### config.mk
export PLATFORM = sky130hd
export DESIGN_NAME = packet_header_crc_check_top
export DESIGN_NICKNAME = d
export VERILOG_FILES = /design/src/sv/phcc_pkg.sv /design/src/sv/phcc_core.sv /design/src/sv/packet_header_crc_check_top.sv
export SDC_FILE = /design/constraint.sdc
export NUM_CORES = 1
export LEC_CHECK = 0
export CAP_MARGIN = 20
export CORE_MARGIN = 8
export CORE_UTILIZATION = 45
export CTS_BUF_LIST = sky130_fd_sc_hd__clkbuf_8
export DETAILED_ROUTE_END_ITERATION = 12
export DONT_BUFFER_PORTS = 1
export PLACE_DENSITY_LB_ADDON = 0.12
export SYNTH_ARGS = -nofsm -noshare
export SYNTH_HDL_FRONTEND = slang
export SYNTH_HIERARCHICAL = 1
export SYNTH_SLANG_ARGS = --single-unit
### constraint.sdc
create_clock -name i_clk -period 14.7 [get_ports i_clk]
set_input_delay 1.47 -clock i_clk [delete_from_list [all_inputs] [get_ports i_clk]]
set_output_delay 1.47 -clock i_clk [all_outputs]
set_load 0.05 [all_outputs]
### src/sv/phcc_pkg.sv
// ----------------------------------------------------------------------------
// phcc_pkg: shared types and constants for the packet header CRC checker
// Holds the transfer structs, header byte positions and the CRC byte update.
// ----------------------------------------------------------------------------
`default_nettype none

package phcc_pkg;

    localparam int unsigned HDR_BYTES = 7;
    localparam int unsigned POS_W     = 3;

    localparam logic [15:0] CRC_INIT = 16'hFFFF;
    localparam logic [15:0] CRC_POLY = 16'h1021;

    // header byte positions
    localparam logic [POS_W-1:0] POS_SEQ_HI = 3'd0;
    localparam logic [POS_W-1:0] POS_SEQ_LO = 3'd1;
    localparam logic [POS_W-1:0] POS_FLAGS  = 3'd2;
    localparam logic [POS_W-1:0] POS_CRC_HI = 3'd3;
    localparam logic [POS_W-1:0] POS_CRC_LO = 3'd4;
    localparam logic [POS_W-1:0] POS_LEN_HI = 3'd5;
    localparam logic [POS_W-1:0] POS_LEN_LO = 3'd6;
    localparam logic [POS_W-1:0] POS_BODY   = 3'd7;

    typedef struct packed {
        logic [7:0] data_byte;
        logic       last_byte;
    } t_in_item;

    typedef struct packed {
        logic [15:0] seq_num;
        logic [7:0]  flag_bits;
        logic [15:0] stored_checksum;
        logic [15:0] body_length;
        logic        checksum_ok;
        logic        too_short;
    } t_out_item;

    // CRC-16/CCITT-FALSE, one byte, MSB first
    function automatic logic [15:0] crc_feed(input logic [15:0] crc, input logic [7:0] b);
        logic [15:0] c;
        c = crc ^ {b, 8'h00};
        for (int k = 0; k < 8; k++) begin
            if (c[15]) begin
                c = {c[14:0], 1'b0} ^ CRC_POLY;
            end else begin
                c = {c[14:0], 1'b0};
            end
        end
        return c;
    endfunction

endpackage

`default_nettype wire

### src/sv/phcc_core.sv
// ----------------------------------------------------------------------------
// phcc_core: header capture and running CRC
// Tracks the byte position, captures header fields, and forms the result.
// ----------------------------------------------------------------------------
`default_nettype none

module phcc_core (
    input  wire logic              i_clk,
    input  wire logic              i_rst_n,
    input  wire logic              i_step,
    input  wire phcc_pkg::t_in_item i_item,
    output phcc_pkg::t_out_item    o_result
);
    import phcc_pkg::*;

    logic [POS_W-1:0] r_pos, n_pos;
    logic [15:0]      r_crc, n_crc;
    logic [15:0]      r_seq, n_seq;
    logic [7:0]       r_flags, n_flags;
    logic [15:0]      r_chk, n_chk;
    logic [15:0]      r_len, n_len;
    logic [7:0]       fed;
    logic             short_pkt;

    always_comb begin
        n_seq   = r_seq;
        n_flags = r_flags;
        n_chk   = r_chk;
        n_len   = r_len;
        fed     = i_item.data_byte;
        case (r_pos)
            POS_SEQ_HI: n_seq   = {i_item.data_byte, 8'h00};
            POS_SEQ_LO: n_seq   = {r_seq[15:8], i_item.data_byte};
            POS_FLAGS:  n_flags = i_item.data_byte;
            POS_CRC_HI: begin
                n_chk = {i_item.data_byte, 8'h00};
                fed   = 8'h00;
            end
            POS_CRC_LO: begin
                n_chk = {r_chk[15:8], i_item.data_byte};
                fed   = 8'h00;
            end
            POS_LEN_HI: n_len   = {i_item.data_byte, 8'h00};
            POS_LEN_LO: n_len   = {r_len[15:8], i_item.data_byte};
            default: ;
        endcase
        n_crc = crc_feed(r_crc, fed);
        n_pos = (r_pos == POS_BODY) ? r_pos : r_pos + 1'b1;
    end

    assign short_pkt = (n_pos != POS_BODY);

    always_comb begin
        o_result.seq_num         = short_pkt ? 16'h0000 : n_seq;
        o_result.flag_bits       = short_pkt ? 8'h00    : n_flags;
        o_result.stored_checksum = short_pkt ? 16'h0000 : n_chk;
        o_result.body_length     = short_pkt ? 16'h0000 : n_len;
        o_result.checksum_ok     = !short_pkt && (n_crc == n_chk);
        o_result.too_short       = short_pkt;
    end

    // control state: return to idle after the marked byte
    always_ff @(posedge i_clk) begin
        if (!i_rst_n) begin
            r_pos <= POS_SEQ_HI;
            r_crc <= CRC_INIT;
        end else if (i_step) begin
            if (i_item.last_byte) begin
                r_pos <= POS_SEQ_HI;
                r_crc <= CRC_INIT;
            end else begin
                r_pos <= n_pos;
                r_crc <= n_crc;
            end
        end
    end

    // header captures are rewritten before use in every complete header
    always_ff @(posedge i_clk) begin
        if (i_step) begin
            r_seq   <= n_seq;
            r_flags <= n_flags;
            r_chk   <= n_chk;
            r_len   <= n_len;
        end
    end

endmodule

`default_nettype wire

### src/sv/packet_header_crc_check_top.sv
// ----------------------------------------------------------------------------
// packet_header_crc_check_top: receive-side packet header and CRC checker
// Takes packet bytes one per transfer, reports header and CRC status per packet.
// ----------------------------------------------------------------------------
// Usage:
//   Input channel (i_in_valid / o_in_stall / i_in_data) carries one byte per
//   transfer plus a mark on the final byte of a packet. The first seven bytes
//   form a big-endian header: sequence, flags, stored CRC, payload length.
//   A CRC-16/CCITT-FALSE runs over all bytes with the stored CRC bytes as zero.
//   Output channel (o_out_valid / i_out_stall / o_out_data) carries one
//   transfer per packet, produced from the marked byte. Packets shorter than
//   the header report too_short with zeroed header fields and no match.
//   The marked byte's result passes the input register, then the result
//   register. Bytes are taken one per cycle unless a final byte waits on a
//   receiver stall, using the byte-parallel CRC update in the core.
//   Reset (synchronous, active low) empties both registers and restarts the
//   byte position and CRC. When the receiver stalls, the result register
//   holds; non-final bytes keep flowing, and a final byte waits in the input
//   register, which then stalls the sender.
// ----------------------------------------------------------------------------
`default_nettype none

module packet_header_crc_check_top (
    input  wire logic              i_clk,
    input  wire logic              i_rst_n,
    input  wire logic              i_in_valid,
    output logic                   o_in_stall,
    input  wire phcc_pkg::t_in_item i_in_data,
    output logic                   o_out_valid,
    input  wire logic              i_out_stall,
    output phcc_pkg::t_out_item    o_out_data
);
    import phcc_pkg::*;

    logic      r_in_valid;
    t_in_item  r_in_data;
    logic      r_out_valid;
    t_out_item r_out_data;
    t_out_item result;
    logic      out_open;
    logic      step;
    logic      in_load;

    // result register can take a new transfer
    assign out_open = !r_out_valid || !i_out_stall;
    // advance the held byte: non-final bytes never need the result register
    assign step     = r_in_valid && (!r_in_data.last_byte || out_open);
    assign in_load  = !r_in_valid || step;

    assign o_in_stall  = !in_load;
    assign o_out_valid = r_out_valid;
    assign o_out_data  = r_out_data;

    phcc_core u_core (
        .i_clk    (i_clk),
        .i_rst_n  (i_rst_n),
        .i_step   (step),
        .i_item   (r_in_data),
        .o_result (result)
    );

    // input register
    always_ff @(posedge i_clk) begin
        if (!i_rst_n) begin
            r_in_valid <= 1'b0;
        end else if (in_load) begin
            r_in_valid <= i_in_valid;
        end
    end

    always_ff @(posedge i_clk) begin
        if (in_load && i_in_valid) begin
            r_in_data <= i_in_data;
        end
    end

    // result register: load on the final byte, drop once taken
    always_ff @(posedge i_clk) begin
        if (!i_rst_n) begin
            r_out_valid <= 1'b0;
        end else if (out_open) begin
            r_out_valid <= step && r_in_data.last_byte;
        end
    end

    always_ff @(posedge i_clk) begin
        if (out_open && step && r_in_data.last_byte) begin
            r_out_data <= result;
        end
    end

endmodule

`default_nettype wire

==> results.yml, run 1 <==
yosys:
  synth-warning-count: 6
  synth_top_cell_by_area: "edfxtp_1"
  yosysMostFrequentCell: "edfxtp_1"
  avgSynthCellArea_um2: 12.0
  synthCells: 560
  async_reset_ff_share_pct: 0
  synth.area.top_cells: "edfxtp_1 55%, dfxtp_1 6.3%, mux2i_1 3.9%, nor2_1 3.4%, xnor2_1 3.0%"
  synthTopCellsByCount: "123 x edfxtp_1, 60 x nor2_1, 47 x inv_1, 34 x nand2_1, 26 x mux2i_1"
  syn_area_um2: 6710
  seq_area_frac_synth_pct: 61.3
  synth_edf_count: 123
  ys.flop_type: "edfxtp_1"
  synthDominantCellAreaShare_pct: 55.0
  ys_ff_latch: 144
  syn_nets: 579
  ys_types: 52
die:
  die-width_um: 138
  top_level_ports: 73
  num_rows: 44
  die_y_um: 138
  initial_core_util_pct: 46.2
  core-area_um2: 14500
  die_area_um2: 19100
clock_network:
  cts_tree: "built"
  cts_setup_buffers: 0
  clock_latency_ns: 0.45
  clockBufferDepth: 2
  cts_root_buf: "clkbuf_8"
  htreeDepth: 4
  cts.clk_slew.worst_paths_ns: 0.08
  cts_sinks: 144
  ctsResizeCount: 0
  cts_hold_buf: 0
  numCtsBuffers: 17
min_path:
  hold_depth: 2
  min_path_type: "reg -> reg"
  hold_path.startpoint: "u_core/r_crc[11]"
drt:
  num_vias: 4091
  wl_mm: 14.7
  drtIter0Drc: 405
  drtPass1Iterations: 5
  wire_per_inst_um: 19.7
  drc_errors: 0
  antenna_left: 0
  viasPerCell: 5.50
pwr:
  power.internal_uw: 670
  power_switching_uw: 213
  switching_share_pct: 24.1
  p_leak_uw: 0.00284
  ir_drop_uv: 58.7
  pwr-share-clk_pct: 38.1
  p_seq_share_pct: 54.4
  powerDensity_nw_per_um2: 121
  pwr-share-comb_pct: 7.6
global_route:
  grt_pass1_vias: 4020
  gr-total-overflow: 0
  gr-usage-all-layers_pct: 15.5
  grt_max_degree: 78
  antenna_found_initial: 0
  grt_pass1_wl_mm: 23.4
sta:
  finalSetupTns_ns: 0
  fin_crit_ns: 3.37
  maxSlewHeadroom_pct: 34.9
  setup_violations: 0
  fin_crit_sh_pct: 22.9
  holdWs_ns: 0.517
  maxSlewViolCount: 0
  tightest_slew_ns: 0.976
  clock_skew_ns: 0.0115
  rsz0062_at_grt: "false"
  timing.fmax_ghz: 0.297
  finalHoldViolations: 0
critical_path:
  crit_path_end_kind: "flip-flop"
  rr_startpoint: "u_core/r_pos[0]"
  cp_max_fo: 17
  required_ns: 14.96
  critPathArrivalTime_ns: 3.63
  crit_type: "reg -> reg"
  cp-start-kind: "flip-flop"
  reg2regPathDepth: 9
  startpoint: "u_core/r_pos[0]"
final_layout:
  num-nets-final: 566
  syn_to_final_growth_pct: 8.61
  multi_input_area_um2: 2310
  drive_gt1_share_pct: 9.46
  fillers: 1311
  diodes: 0
  seqCellArea_um2: 4110
outcome:
  status: "complete, no violations"
place:
  dp_hpwl_mm: 9.46
  portBuffers: 0
  gp_congestion: 0.869
flow_run:
  cap_violations: 0
==> flip-flops by register name (all words and copies together) (netlist names) <==
| name | cells |
|---|---|
| u_core/r_chk | 16 |
| u_core/r_pos | 3 |
| r_in_valid | 1 |
| u_core/r_seq | 16 |
| u_core/r_len | 16 |
| u_core/r_flags | 8 |
| r_in_data | 9 |
| u_core/r_crc | 16 |
| o_out_valid | 1 |
| o_out_data | 58 |
==> path summary, 6_finish.rpt <==
kind                       to  slack [ns]
max             o_out_data[1]       11.33
min          u_core/r_crc[11]        0.52
max reg2reg     o_out_data[1]       11.33
min reg2reg  u_core/r_crc[11]        0.52
==> cells in the final DEF (no fill, tap or decap), types with 10 or more instances in the layout <==
cell type	instances
edfxtp_1	123
nor2_1	60
inv_1	49
nand2_1	34
mux2i_1	26
a22oi_1	24
xnor2_1	23
nor2b_1	21
dfxtp_1	21
clkbuf_8	17
o22ai_1	16
a21oi_1	14
a22o_1	11
o21ai_0	11
nand2b_1	10
==> power groups by stage <==
| stage | Combinational (uW) | Clock [uW] | Sequential, uW |
|---|---|---|---|
| finish | 66.7 | 336 | 480 |
| global route | 74.3 | 364 | 481 |
| CTS | 67.1 | 345 | 480 |
| detailed placement | 66.6 | 0 | 489 |
| global placement | 65.0 | 0 | 488 |
| floorplan | 57.6 | 0 | 481 |
==> logic make-up (layout without fill, tap and decap cells) <==
| kind of cell | after synthesis | after routing | synth area share, % |
|---|---|---|---|
| and+or+nand+nor | 153 | 153 | 10.9 |
| DFF | 144 | 144 | 61.3 |
| AOI/OAI and AO/OA | 100 | 100 | 10.2 |
| buffers and inverters | 84 | 84 | 5.01 |
| muxes | 37 | 37 | 5.93 |
| xor gates and xnor gates | 36 | 36 | 5.61 |
| adders and majority gates | 6 | 6 | 1.12 |
==> area by class of cell <==
| class | instances | share of cell area [%] |
|---|---|---|
| clock buffers | 17 | 3.21 |
| clock inverters | 15 | 2.68 |
| repair buffers | 4 | 0.412 |
| well taps | 184 | 3.16 |
| multi-input cells | 332 | 31.6 |
| flip-flops and latches | 144 | 56.4 |
| inverters | 48 | 2.47 |
==> per-stage QoR <==
stage          worst slack [ns]  std cells  area (um^2)  utilization (%)  power, uW
2_1_floorplan              9.07        560         6710                -        539
3_3_place_gp              11.17        712         6860             47.2        553
3_5_place_dp              11.02        712         6860             47.2        556
4_1_cts                   11.31        744         7290             50.2        892
5_1_grt                   11.14        744         7290             50.2        919
6_report                  11.33        744         7290             50.2        882
==> layer usage <==
| layer | GRT usage [%] | wire length (um) | vias to the layer above |
|---|---|---|---|
| met5 | 0 | 0 | - |
| met4 | 6.69 | 288 | 0 |
| met3 | 4.14 | 765 | 22 |
| met2 | 23.1 | 6690 | 115 |
| met1 | 20.8 | 6950 | 1994 |
| li1 | - | - | 1960 |
==> critical path, cell delays in order, from the launching register on <==
cell	delay, ns
dfxtp_1	0.37
inv_1	0.16
ha_1	0.67
mux2_1	0.39
a22oi_2	0.29
xor3_1	0.38
or2_2	0.30
mux2i_1	0.14
o2111ai_1	0.16
nor4_1	0.31
Power figures use the tool's default switching activity.
==> run 2, diff against run 1 <==
Clock period 14.7 ns to 3.1 ns, I/O delays scaled along.
==> run 2 against run 1 <==
Setup slack worse by 11 ns. Routed wire length is 5.5% higher. Clock skew is 0.0030 ns higher. Critical path depth is 1 lower. Sequential share of layout area is 2.3 points lower. Critical endpoint unchanged. Largest cell class unchanged.
==> results.yml, run 2 (synthesis gave the netlist of run 1 again) <==
outcome:
  status: "complete, no violations"
pwr:
  powerDensity_nw_per_um2: 589
  ir_drop_uv: 293
  p_leak_uw: 0.00301
drt:
  drc_errors: 0
  viasPerCell: 5.53
  wl_mm: 15.5
  antenna_left: 0
  num_vias: 4261
  drtIter0Drc: 327
  drtPass1Iterations: 5
  wire_per_inst_um: 20.1
global_route:
  gr-usage-all-layers_pct: 16.3
  grt_pass1_vias: 4157
  grt_use_met1_pct: 22.0
  antenna_found_initial: 0
  grt_max_degree: 59
  grtUsageMet3_pct: 4.04
  grt.busiest_layer: "met2"
  met2_usage_pct: 24.3
  grt_pass1_wl_mm: 24.4
  gr-total-overflow: 0
final_layout:
  drive_gt1_share_pct: 11.4
  diodes: 0
  fin_util_pct: 52.3
  largest_register_ffs: 58
  final_cells: 770
  final_cell_mix: "123 x edfxtp_1, 60 x nor2_1, 50 x inv_1"
  final_common_cell: "edfxtp_1"
  syn_to_final_growth_pct: 13.3
  num-nets-final: 592
  fillers: 1294
min_path:
  min_path_type: "in -> reg"
sta:
  rsz0062_at_grt: "false"
  finalSetupTns_ns: 0
  maxSlewHeadroom_pct: 42.1
  finalHoldViolations: 0
  timing.fmax_ghz: 0.343
  setup_violations: 0
  fin_crit_sh_pct: 94.0
  clock_skew_ns: 0.0145
  fin_crit_ns: 2.92
  maxSlewViolCount: 0
  tightest_slew_ns: 0.865
place:
  gp_congestion: 0.896
  dp_hpwl_mm: 10.4
  portBuffers: 0
  dp.cells: 726
clock_network:
  cts.clk_slew.worst_paths_ns: 0.08
  cts_sinks: 144
  cts_root_buf: "clkbuf_8"
  cts_setup_buffers: 0
  clock_latency_ns: 0.45
  numCtsBuffers: 17
  htreeDepth: 4
  clockBufferDepth: 2
  cts_tree: "built"
critical_path:
  required_ns: 3.35
  critPathArrivalTime_ns: 3.16
  cp-start-kind: "flip-flop"
  crit_type: "reg -> reg"
  crit_path_end_kind: "flip-flop"
  cp_max_fo: 7
die:
  die_y_um: 138
  top_level_ports: 73
  initial_core_util_pct: 46.2
  die-width_um: 138
  die_area_um2: 19100
  num_rows: 44
  core-area_um2: 14500
flow_run:
  cap_violations: 0
-- run 2: worst paths after layout --
check,end,slack (ns),from,cells after the start
worst max-delay path,o_out_data[1],0.18,u_core/r_pos[1],8
worst min-delay path,r_in_data[6],0.32,i_in_valid,1
worst max register to register,o_out_data[1],0.18,u_core/r_pos[1],8
worst min register to register,u_core/r_crc[8],0.51,u_core/r_crc[8],2
-- run 2: repair_timing --
action | in CTS | in global routing
resized for setup | 0 | 1
hold endpoints to repair | 30 | 0
endpoints found under the setup margin | 0 | 1
hold buffers | 12 | 0
-- run 2: worst max-delay path, cell delays in order (launching register included) --
cell       delay (ns)
dfxtp_1          0.43
ha_1             0.37
nand2b_1         0.33
mux2i_4          0.31
xnor2_1          0.18
mux2_2           0.35
a211oi_1         0.27
o2111ai_1        0.16
nor4_1           0.31
-- run 2: cell type report --
cell class | instances | area, um^2 | share of cell area [%]
sequential | 144 | 4120 | 54.1
multi-input combinational | 332 | 2310 | 30.3
timing repair buffer | 30 | 268 | 3.52
clock buffer | 19 | 262 | 3.44
clock inverter | 13 | 241 | 3.18
tap | 184 | 230 | 3.03
inverter | 48 | 180 | 2.37
-- run 2: routing by layer --
layer	up-vias	share of wire, %	wire [um]
li1	2016	-	-
met3	16	4.1	642
met2	118	46	7100
met1	2111	48	7460
met4	0	1.9	301
met5	-	0	0
-- run 2: metrics by stage --
stage                     power (uW)  cell area, um^2  setup slack [ns]  hold slack, ns
final                           4480             7600             0.185           0.321
after global routing            4640             7600           0.00318           0.304
after CTS                       4530             7600             0.147           0.302
after detailed placement        2650             6980             0.208           0.379
after global placement          2650             6980             0.338           0.376
after floorplan                 2550             6730             0.345           0.409
-- run 2: report_power, final --
part	internal, uW	switching (uW)	leakage (uW)
clock	1150	699	0.000258
sequential	2170	101	0.00137
combinational	158	201	0.00138
total	3480	1000	0.00301
